**src/sv/length_prefixed_frame_checker_unit_defines.svh**
```systemverilog
// Assertion macros for the length-prefixed frame checker.
`ifndef LENGTH_PREFIXED_FRAME_CHECKER_UNIT_DEFINES_SVH
`define LENGTH_PREFIXED_FRAME_CHECKER_UNIT_DEFINES_SVH

// Same-cycle implication, disabled while reset is asserted
`define LPFC_ASSERT_IMPL(label, clk, rstn, ante, cons) \
    label: assert property (@(posedge clk) disable iff (!(rstn)) (ante) |-> (cons)) \
        else $error("frame checker: same-cycle check failed");

// Next-cycle implication, disabled while reset is asserted
`define LPFC_ASSERT_NEXT(label, clk, rstn, ante, cons) \
    label: assert property (@(posedge clk) disable iff (!(rstn)) (ante) |=> (cons)) \
        else $error("frame checker: next-cycle check failed");

`endif

```
**src/sv/lpfc_pkg.sv**
```systemverilog
// Types and constants of the length-prefixed frame checker.
package lpfc_pkg;

    // Last header byte index, minimum frame length in bytes, and Adler-32 modulus
    localparam logic [1:0]  HDR_LAST       = 2'd3;
    localparam logic [31:0] MIN_STRUCT_LEN = 32'd8;
    localparam logic [16:0] ADLER_MOD      = 17'd65521;

    // Expected tag bytes, "RPC0"
    localparam logic [7:0] FRAME_TAG [4] = '{8'h52, 8'h50, 8'h43, 8'h30};

    // Configuration register indexes
    localparam logic [1:0] CFG_MIN_LEN = 2'd0;
    localparam logic [1:0] CFG_MAX_LEN = 2'd1;

    // Configuration reset values
    localparam logic [30:0] MIN_LEN_RESET = 31'd8;
    localparam logic [30:0] MAX_LEN_RESET = 31'd67108864;

    // Frame report codes
    localparam logic [1:0] ST_OK      = 2'd0;
    localparam logic [1:0] ST_BAD_LEN = 2'd1;
    localparam logic [1:0] ST_BAD_SUM = 2'd2;
    localparam logic [1:0] ST_BAD_TAG = 2'd3;

    // Parser phase
    typedef enum logic [4:0] {
        PH_LEN  = 5'b00001,
        PH_TAG  = 5'b00010,
        PH_PAY  = 5'b00100,
        PH_TRL  = 5'b01000,
        PH_HALT = 5'b10000
    } phase_t;

    // Result side-band, payload_valid in bit 0
    typedef struct packed {
        logic [1:0] frame_status;
        logic       frame_done;
        logic       payload_valid;
    } result_user_t;

endpackage

```
**src/sv/length_prefixed_frame_checker_unit.sv**
```systemverilog
// Length-prefixed frame checker: length check, tag check, Adler-32 trailer check.
// Results are registered: a result appears on the master side in the cycle after its byte's transfer.
// Throughput: one byte per cycle while the output register is empty or draining; the Adler-32 update is combinational.
// A single output register decouples the sides; a new byte is taken while it drains.
// Reset (aresetn low, synchronous): parser back to length phase, output empty,
// length limits back to 8 and 67108864. An invalid length halts the parser until reset.
`include "length_prefixed_frame_checker_unit_defines.svh"

module length_prefixed_frame_checker_unit (
    input  logic        aclk,
    input  logic        aresetn,
    // configuration write port
    input  logic        cfg_we,
    input  logic [1:0]  cfg_index,
    input  logic [30:0] cfg_wdata,
    // received byte stream
    input  logic        s_tvalid,
    output logic        s_tready,
    input  logic [7:0]  s_tdata,    // [7:0] rx_byte
    // results
    output logic        m_tvalid,
    input  logic        m_tready,
    output logic [7:0]  m_tdata,    // [7:0] out_byte
    output logic        m_tlast,
    output logic [2:0]  m_tuser     // [0] payload_valid, [2:1] frame_status
);

    // Registers
    logic [30:0]           min_len_reg, min_len_next;
    logic [30:0]           max_len_reg, max_len_next;
    lpfc_pkg::phase_t      phase_reg, phase_next;
    logic [1:0]            cnt_reg, cnt_next;
    logic [31:0]           len_reg, len_next;
    logic [30:0]           remain_reg, remain_next;
    logic [15:0]           adler_lo_reg, adler_lo_next;
    logic [15:0]           adler_hi_reg, adler_hi_next;
    logic                  tag_ok_reg, tag_ok_next;
    logic [23:0]           trl_reg, trl_next;
    logic                  m_valid_reg, m_valid_next;
    logic [7:0]            m_data_reg, m_data_next;
    lpfc_pkg::result_user_t m_user_reg, m_user_next;

    // Working signals
    logic                  in_xfer;
    logic                  emit;
    logic [7:0]            emit_byte;
    lpfc_pkg::result_user_t emit_user;
    logic [31:0]           len_shift;
    logic                  len_ok;
    logic [16:0]           lo_sum, lo_mod, hi_sum, hi_mod;
    logic                  last_hdr;

    assign s_tready = !m_valid_reg || m_tready;
    assign in_xfer  = s_tvalid && s_tready;
    assign last_hdr = (cnt_reg == lpfc_pkg::HDR_LAST);

    // Length word as it stands after this byte, and its range check
    assign len_shift = {len_reg[23:0], s_tdata};
    assign len_ok = !len_shift[31] && (len_shift >= lpfc_pkg::MIN_STRUCT_LEN)
                    && (len_shift[30:0] >= min_len_reg) && (len_shift[30:0] <= max_len_reg);

    // Adler-32 step: both sums reduced by one conditional subtract
    always_comb begin
        lo_sum = {1'b0, adler_lo_reg} + {9'd0, s_tdata};
        lo_mod = (lo_sum >= lpfc_pkg::ADLER_MOD) ? lo_sum - lpfc_pkg::ADLER_MOD : lo_sum;
        hi_sum = {1'b0, adler_hi_reg} + {1'b0, lo_mod[15:0]};
        hi_mod = (hi_sum >= lpfc_pkg::ADLER_MOD) ? hi_sum - lpfc_pkg::ADLER_MOD : hi_sum;
    end

    // Configuration writes
    always_comb begin
        min_len_next = min_len_reg;
        max_len_next = max_len_reg;
        if (cfg_we) begin
            unique case (cfg_index)
                lpfc_pkg::CFG_MIN_LEN: min_len_next = cfg_wdata;
                lpfc_pkg::CFG_MAX_LEN: max_len_next = cfg_wdata;
                default: ;
            endcase
        end
    end

    // Frame parser
    always_comb begin
        phase_next    = phase_reg;
        cnt_next      = cnt_reg;
        len_next      = len_reg;
        remain_next   = remain_reg;
        adler_lo_next = adler_lo_reg;
        adler_hi_next = adler_hi_reg;
        tag_ok_next   = tag_ok_reg;
        trl_next      = trl_reg;
        emit          = 1'b0;
        emit_byte     = 8'd0;
        emit_user     = '0;
        if (in_xfer) begin
            unique case (phase_reg)
                lpfc_pkg::PH_LEN: begin
                    len_next = len_shift;
                    cnt_next = cnt_reg + 2'd1;
                    if (last_hdr) begin
                        if (len_ok) begin
                            phase_next = lpfc_pkg::PH_TAG;
                        end else begin
                            phase_next             = lpfc_pkg::PH_HALT;
                            emit                   = 1'b1;
                            emit_user.frame_done   = 1'b1;
                            emit_user.frame_status = lpfc_pkg::ST_BAD_LEN;
                        end
                    end
                end
                lpfc_pkg::PH_TAG: begin
                    adler_lo_next = lo_mod[15:0];
                    adler_hi_next = hi_mod[15:0];
                    tag_ok_next   = tag_ok_reg && (s_tdata == lpfc_pkg::FRAME_TAG[cnt_reg]);
                    cnt_next      = cnt_reg + 2'd1;
                    if (last_hdr) begin
                        // payload length; the length check keeps this non-negative
                        remain_next = len_reg[30:0] - lpfc_pkg::MIN_STRUCT_LEN[30:0];
                        phase_next  = (len_reg == lpfc_pkg::MIN_STRUCT_LEN) ?
                                      lpfc_pkg::PH_TRL : lpfc_pkg::PH_PAY;
                    end
                end
                lpfc_pkg::PH_PAY: begin
                    adler_lo_next           = lo_mod[15:0];
                    adler_hi_next           = hi_mod[15:0];
                    remain_next             = remain_reg - 31'd1;
                    emit                    = 1'b1;
                    emit_byte               = s_tdata;
                    emit_user.payload_valid = 1'b1;
                    if (remain_reg == 31'd1) begin
                        phase_next = lpfc_pkg::PH_TRL;
                    end
                end
                lpfc_pkg::PH_TRL: begin
                    trl_next = {trl_reg[15:0], s_tdata};
                    cnt_next = cnt_reg + 2'd1;
                    if (last_hdr) begin
                        emit                 = 1'b1;
                        emit_user.frame_done = 1'b1;
                        // checksum takes precedence over the tag
                        if ({adler_hi_reg, adler_lo_reg} != {trl_reg, s_tdata}) begin
                            emit_user.frame_status = lpfc_pkg::ST_BAD_SUM;
                        end else if (!tag_ok_reg) begin
                            emit_user.frame_status = lpfc_pkg::ST_BAD_TAG;
                        end else begin
                            emit_user.frame_status = lpfc_pkg::ST_OK;
                        end
                        // fresh frame
                        phase_next    = lpfc_pkg::PH_LEN;
                        len_next      = 32'd0;
                        adler_lo_next = 16'd1;
                        adler_hi_next = 16'd0;
                        tag_ok_next   = 1'b1;
                        trl_next      = 24'd0;
                    end
                end
                lpfc_pkg::PH_HALT: ;
                default: phase_next = lpfc_pkg::PH_HALT;
            endcase
        end
    end

    // Output register
    always_comb begin
        m_valid_next = m_valid_reg;
        m_data_next  = m_data_reg;
        m_user_next  = m_user_reg;
        if (in_xfer && emit) begin
            m_valid_next = 1'b1;
            m_data_next  = emit_byte;
            m_user_next  = emit_user;
        end else if (m_tready) begin
            m_valid_next = 1'b0;
        end
    end

    // State update
    always_ff @(posedge aclk) begin
        if (!aresetn) begin
            min_len_reg  <= lpfc_pkg::MIN_LEN_RESET;
            max_len_reg  <= lpfc_pkg::MAX_LEN_RESET;
            phase_reg    <= lpfc_pkg::PH_LEN;
            cnt_reg      <= 2'd0;
            len_reg      <= 32'd0;
            adler_lo_reg <= 16'd1;
            adler_hi_reg <= 16'd0;
            tag_ok_reg   <= 1'b1;
            trl_reg      <= 24'd0;
            m_valid_reg  <= 1'b0;
        end else begin
            min_len_reg  <= min_len_next;
            max_len_reg  <= max_len_next;
            phase_reg    <= phase_next;
            cnt_reg      <= cnt_next;
            len_reg      <= len_next;
            adler_lo_reg <= adler_lo_next;
            adler_hi_reg <= adler_hi_next;
            tag_ok_reg   <= tag_ok_next;
            trl_reg      <= trl_next;
            m_valid_reg  <= m_valid_next;
        end
    end

    // Payload registers, no reset
    always_ff @(posedge aclk) begin
        remain_reg <= remain_next;
        m_data_reg <= m_data_next;
        m_user_reg <= m_user_next;
    end

    assign m_tvalid = m_valid_reg;
    assign m_tdata  = m_data_reg;
    assign m_tlast  = m_user_reg.frame_done;
    assign m_tuser  = {m_user_reg.frame_status, m_user_reg.payload_valid};

    // Checks
    `LPFC_ASSERT_IMPL(a_result_kind, aclk, aresetn, m_valid_reg, m_user_reg.payload_valid != m_user_reg.frame_done)
    `LPFC_ASSERT_NEXT(a_halt_sticks, aclk, aresetn, phase_reg == lpfc_pkg::PH_HALT, phase_reg == lpfc_pkg::PH_HALT)
    `LPFC_ASSERT_NEXT(a_halt_silent, aclk, aresetn, (phase_reg == lpfc_pkg::PH_HALT) && !m_valid_reg, !m_valid_reg)
    `LPFC_ASSERT_IMPL(a_payload_zero_ok, aclk, aresetn, m_valid_reg && m_user_reg.payload_valid, m_user_reg.frame_status == lpfc_pkg::ST_OK)

endmodule
```
**config.mk**
```make
export PLATFORM = sky130hd
export DESIGN_NAME = length_prefixed_frame_checker_unit
export DESIGN_NICKNAME = d
export VERILOG_FILES = /design/src/sv/lpfc_pkg.sv /design/src/sv/length_prefixed_frame_checker_unit.sv
export VERILOG_INCLUDE_DIRS = /design/src /design/src/sv
export SDC_FILE = /design/constraint.sdc
export NUM_CORES = 1
export LEC_CHECK = 0
export ABC_AREA = 1
export BUFFER_PORTS_ARGS = -buffer_cell sky130_fd_sc_hd__buf_2
export CAP_MARGIN = 25
export CORE_MARGIN = 3
export CORE_UTILIZATION = 61
export CTS_CLUSTER_SIZE = 12
export DETAILED_ROUTE_END_ITERATION = 16
export PLACE_DENSITY = 0.88
export SLEW_MARGIN = 5
export SYNTH_ARGS = -nofsm -noshare
export SYNTH_HDL_FRONTEND = slang
export SYNTH_SLANG_ARGS = --single-unit
```
**constraint.sdc**
```tcl
create_clock -name aclk -period 5.4 [get_ports aclk]
set_input_delay 0.54 -clock aclk [delete_from_list [all_inputs] [get_ports aclk]]
set_output_delay 0.54 -clock aclk [all_outputs]
set_load 0.005 [all_outputs]
```
==> impl_metrics.yaml <==
run_status:
  status: "complete, no violations"
clock_tree:
  path_clk_slew_ns: 0.06
  cts_setup_buffers: 0
  cts.path.max_buffers: 3
  cts_hold_buf: 0
  clk_latency_ns: 0.54
  cts_made_buffers: 22
  htreeDepth: 1
  tritoncts: "yes"
  clockRootBuffer: "clkbuf_16"
  cts_sinks: 202
sta:
  fin_crit_ns: 4.97
  setup-tns-final_ns: 0
  max_slew_margin_pct: 41.7
  timing_hold_violations_final: 0
  rsz0062_at_grt: "false"
  worst_pin_slew_ns: 0.873
  timing.final.crit_share_pct: 92.0
  drv_slew: 0
  fin_ws_ns: 0.433
  finalSetupViolCount: 0
  fmax_mhz: 201
  fin_worst_skew_ns: 0.0361
final_layout:
  layout_commonest_cell: "nand2_1"
  layout.nets: 2168
  final_cell_mix: "nand2_1 (420), inv_1 (269), a21oi_1 (218)"
  largest_reg_flops: 32
  fillers: 1775
  n_antenna_cell: 0
  layout-drive-gt1-share_pct: 8.51
  fin_cells: 2309
  area_growth_syn_to_layout_pct: 10.8
  final_core_utilization_pct: 70.0
yosys:
  syn_inst: 1961
  ys_seq_area_share_pct: 33.2
  async_reset_ff_share_pct: 0
  synth_xor_area_share_pct: 4.34
  synth_edf_count: 43
  synth.area.mux_share_pct: 0.0835
  postSynthNetCount: 2110
  yosys_warnings: 0
  yosysUniqueCellTypes: 55
  synth-simple-area-share_pct: 28.8
  synth_top_family_by_area: "simple AND/OR/NAND/NOR gates"
  synthAdderAreaFrac_pct: 9.67
  netlist_area_um2: 13500
  ys.flop_type: "dfxtp_1"
  yosys_register_bits: 202
  syn_avg_cell_area_um2: 6.88
  synth-compound-area-share_pct: 14.4
global_routing:
  met1_usage_pct: 45.6
  met3_usage_pct: 6.91
  antenna_found_initial: 0
  gr-total-overflow: 0
  track_usage_pct: 31.9
  grt_pass1_vias: 12900
  busiest_layer: "met2"
  use_met2_pct: 48.9
  grt_pass1_wl_um: 63200
  grt_max_degree: 70
route:
  vias: 13700
  drc: 0
  vias_per_cell: 5.92
  drt-initial-drc-count: 1474
  drt-pass1-iter-count: 8
  drt-total-wl_um: 39000
  final_antenna_net_count: 0
  wl_per_cell_um: 16.9
placed_design:
  place_ws_ns: 0.0917
  io_buffer_count: 59
  gp_congestion: 1.00
  place_hpwl_um: 28900
  dp_cells: 2266
run:
  cap_viol_max_count: 0
pwr:
  ir_worst_vdd_mv: 0.374
  powerDensity_nw_per_um2: 394
  total_leakage_power_nw: 6.74
setup_path:
  path_max_fanout: 10
  worst-setup-path-type: "reg -> reg"
  critPathMaxStageDelay_ns: 0.40
  start_kind: "register"
  critPathArrivalTime_ns: 5.40
  worst_setup_path_end_kind: "register"
  crit_slowest_cell: "fa_1"
  cpMostUsedCell: "nand2_1"
  required_ns: 5.83
die:
  ios: 60
  initial_core_util_pct: 63.1
  core_um2: 21400
  die_w_um: 155
  die_h_um: 155
  die-area_um2: 23900
  row_count: 53
worst_hold_path:
  hold_path.class: "in -> reg"
## cell usage after synthesis (4+ instances only)
library cell  number  area share (%)
nor2_2             5            0.23
nor2_1           178             5.0
xor2_1            37             2.4
nand2_1          420              12
nand4_1           44             2.0
a211oi_1          10            0.56
nor3_1            18            0.67
xnor2_1           28             1.8
and2_1             4            0.19
o21ai_0          114             4.2
nand3_2            5            0.37
nand2_2           13            0.60
nor4_1            11            0.51
clkbuf_1          46             1.3
a21oi_1          219             8.1
inv_1            269             7.5
ha_1             101             9.4
nand3_1          164             6.1
edfxtp_1          43             9.6
dfxtp_1          159              24
a31oi_1            5            0.23
or2_2              7            0.32
buf_2             12            0.45
nand3b_1           4            0.22
## area by class of cell
class	instances	area, um2	area share [%]
Multi-Input combinational cell	1425	7780	52.1
Clock inverter	6	83.8	0.561
Clock buffer	33	612	4.09
Tap cell	275	344	2.30
Inverter	273	1020	6.86
Sequential cell	202	4470	29.9
Timing Repair Buffer	95	626	4.19
## kinds of logic after synthesis
logic type                 count (synthesis)
muxes                                      1
adders and majority gates                103
buffers and inverters                    335
and+or+nand+nor                          885
AOI/OAI and AO/OA                        369
xor gates and xnor gates                  66
DFF                                      202
## worst paths after layout
check	start	to	slack, ns	depth (start not counted)
worst max-delay path	adler_lo_reg[0]	adler_hi_reg[15]	0.43	31
worst min-delay path	cfg_wdata[3]	min_len_reg[3]	0.25	3
worst max register to register	adler_lo_reg[0]	adler_hi_reg[15]	0.43	31
worst min register to register	min_len_reg[1]	min_len_reg[1]	0.46	2
## where the power goes
group | switching, mW | internal [mW]
registers | 0.193 | 1.81
clock network | 0.634 | 0.837
logic | 1.55 | 0.871
total | 2.37 | 3.51
## critical path, delay by kind of cell, from the launching register on
| kind | cells | cell delay, ns |
|---|---|---|
| AOI/OAI and AO/OA | 1 | 0.17 |
| xor gates and xnor gates | 1 | 0.21 |
| adders and majority gates | 4 | 1.21 |
| buffers and inverters | 3 | 0.39 |
| DFF | 1 | 0.32 |
| and+or+nand+nor | 22 | 2.56 |
## timing repair
action,4_1_cts,5_1_grt
gates resized for setup,0,4
endpoints found under the hold margin,0,0
setup endpoints to repair,0,16
## metal layers
metal  vias up  part of all wire (%)
met5         -                     0
met4         0                   2.3
met3        83                    12
met2       681                    43
met1      6310                    43
li1       6590                     -
## stage by stage
stage                     instance area (um2)  hold slack (ns)  power [mW]
after floorplan                         13500            0.433        3.70
after global placement                  14100            0.448        4.24
after global routing                    14900            0.265        6.28
after detailed placement                14100            0.453        4.33
after CTS                               14800            0.239        5.80
final                                   14900            0.246        5.89
No activity file was read; power rests on OpenSTA's default activity.
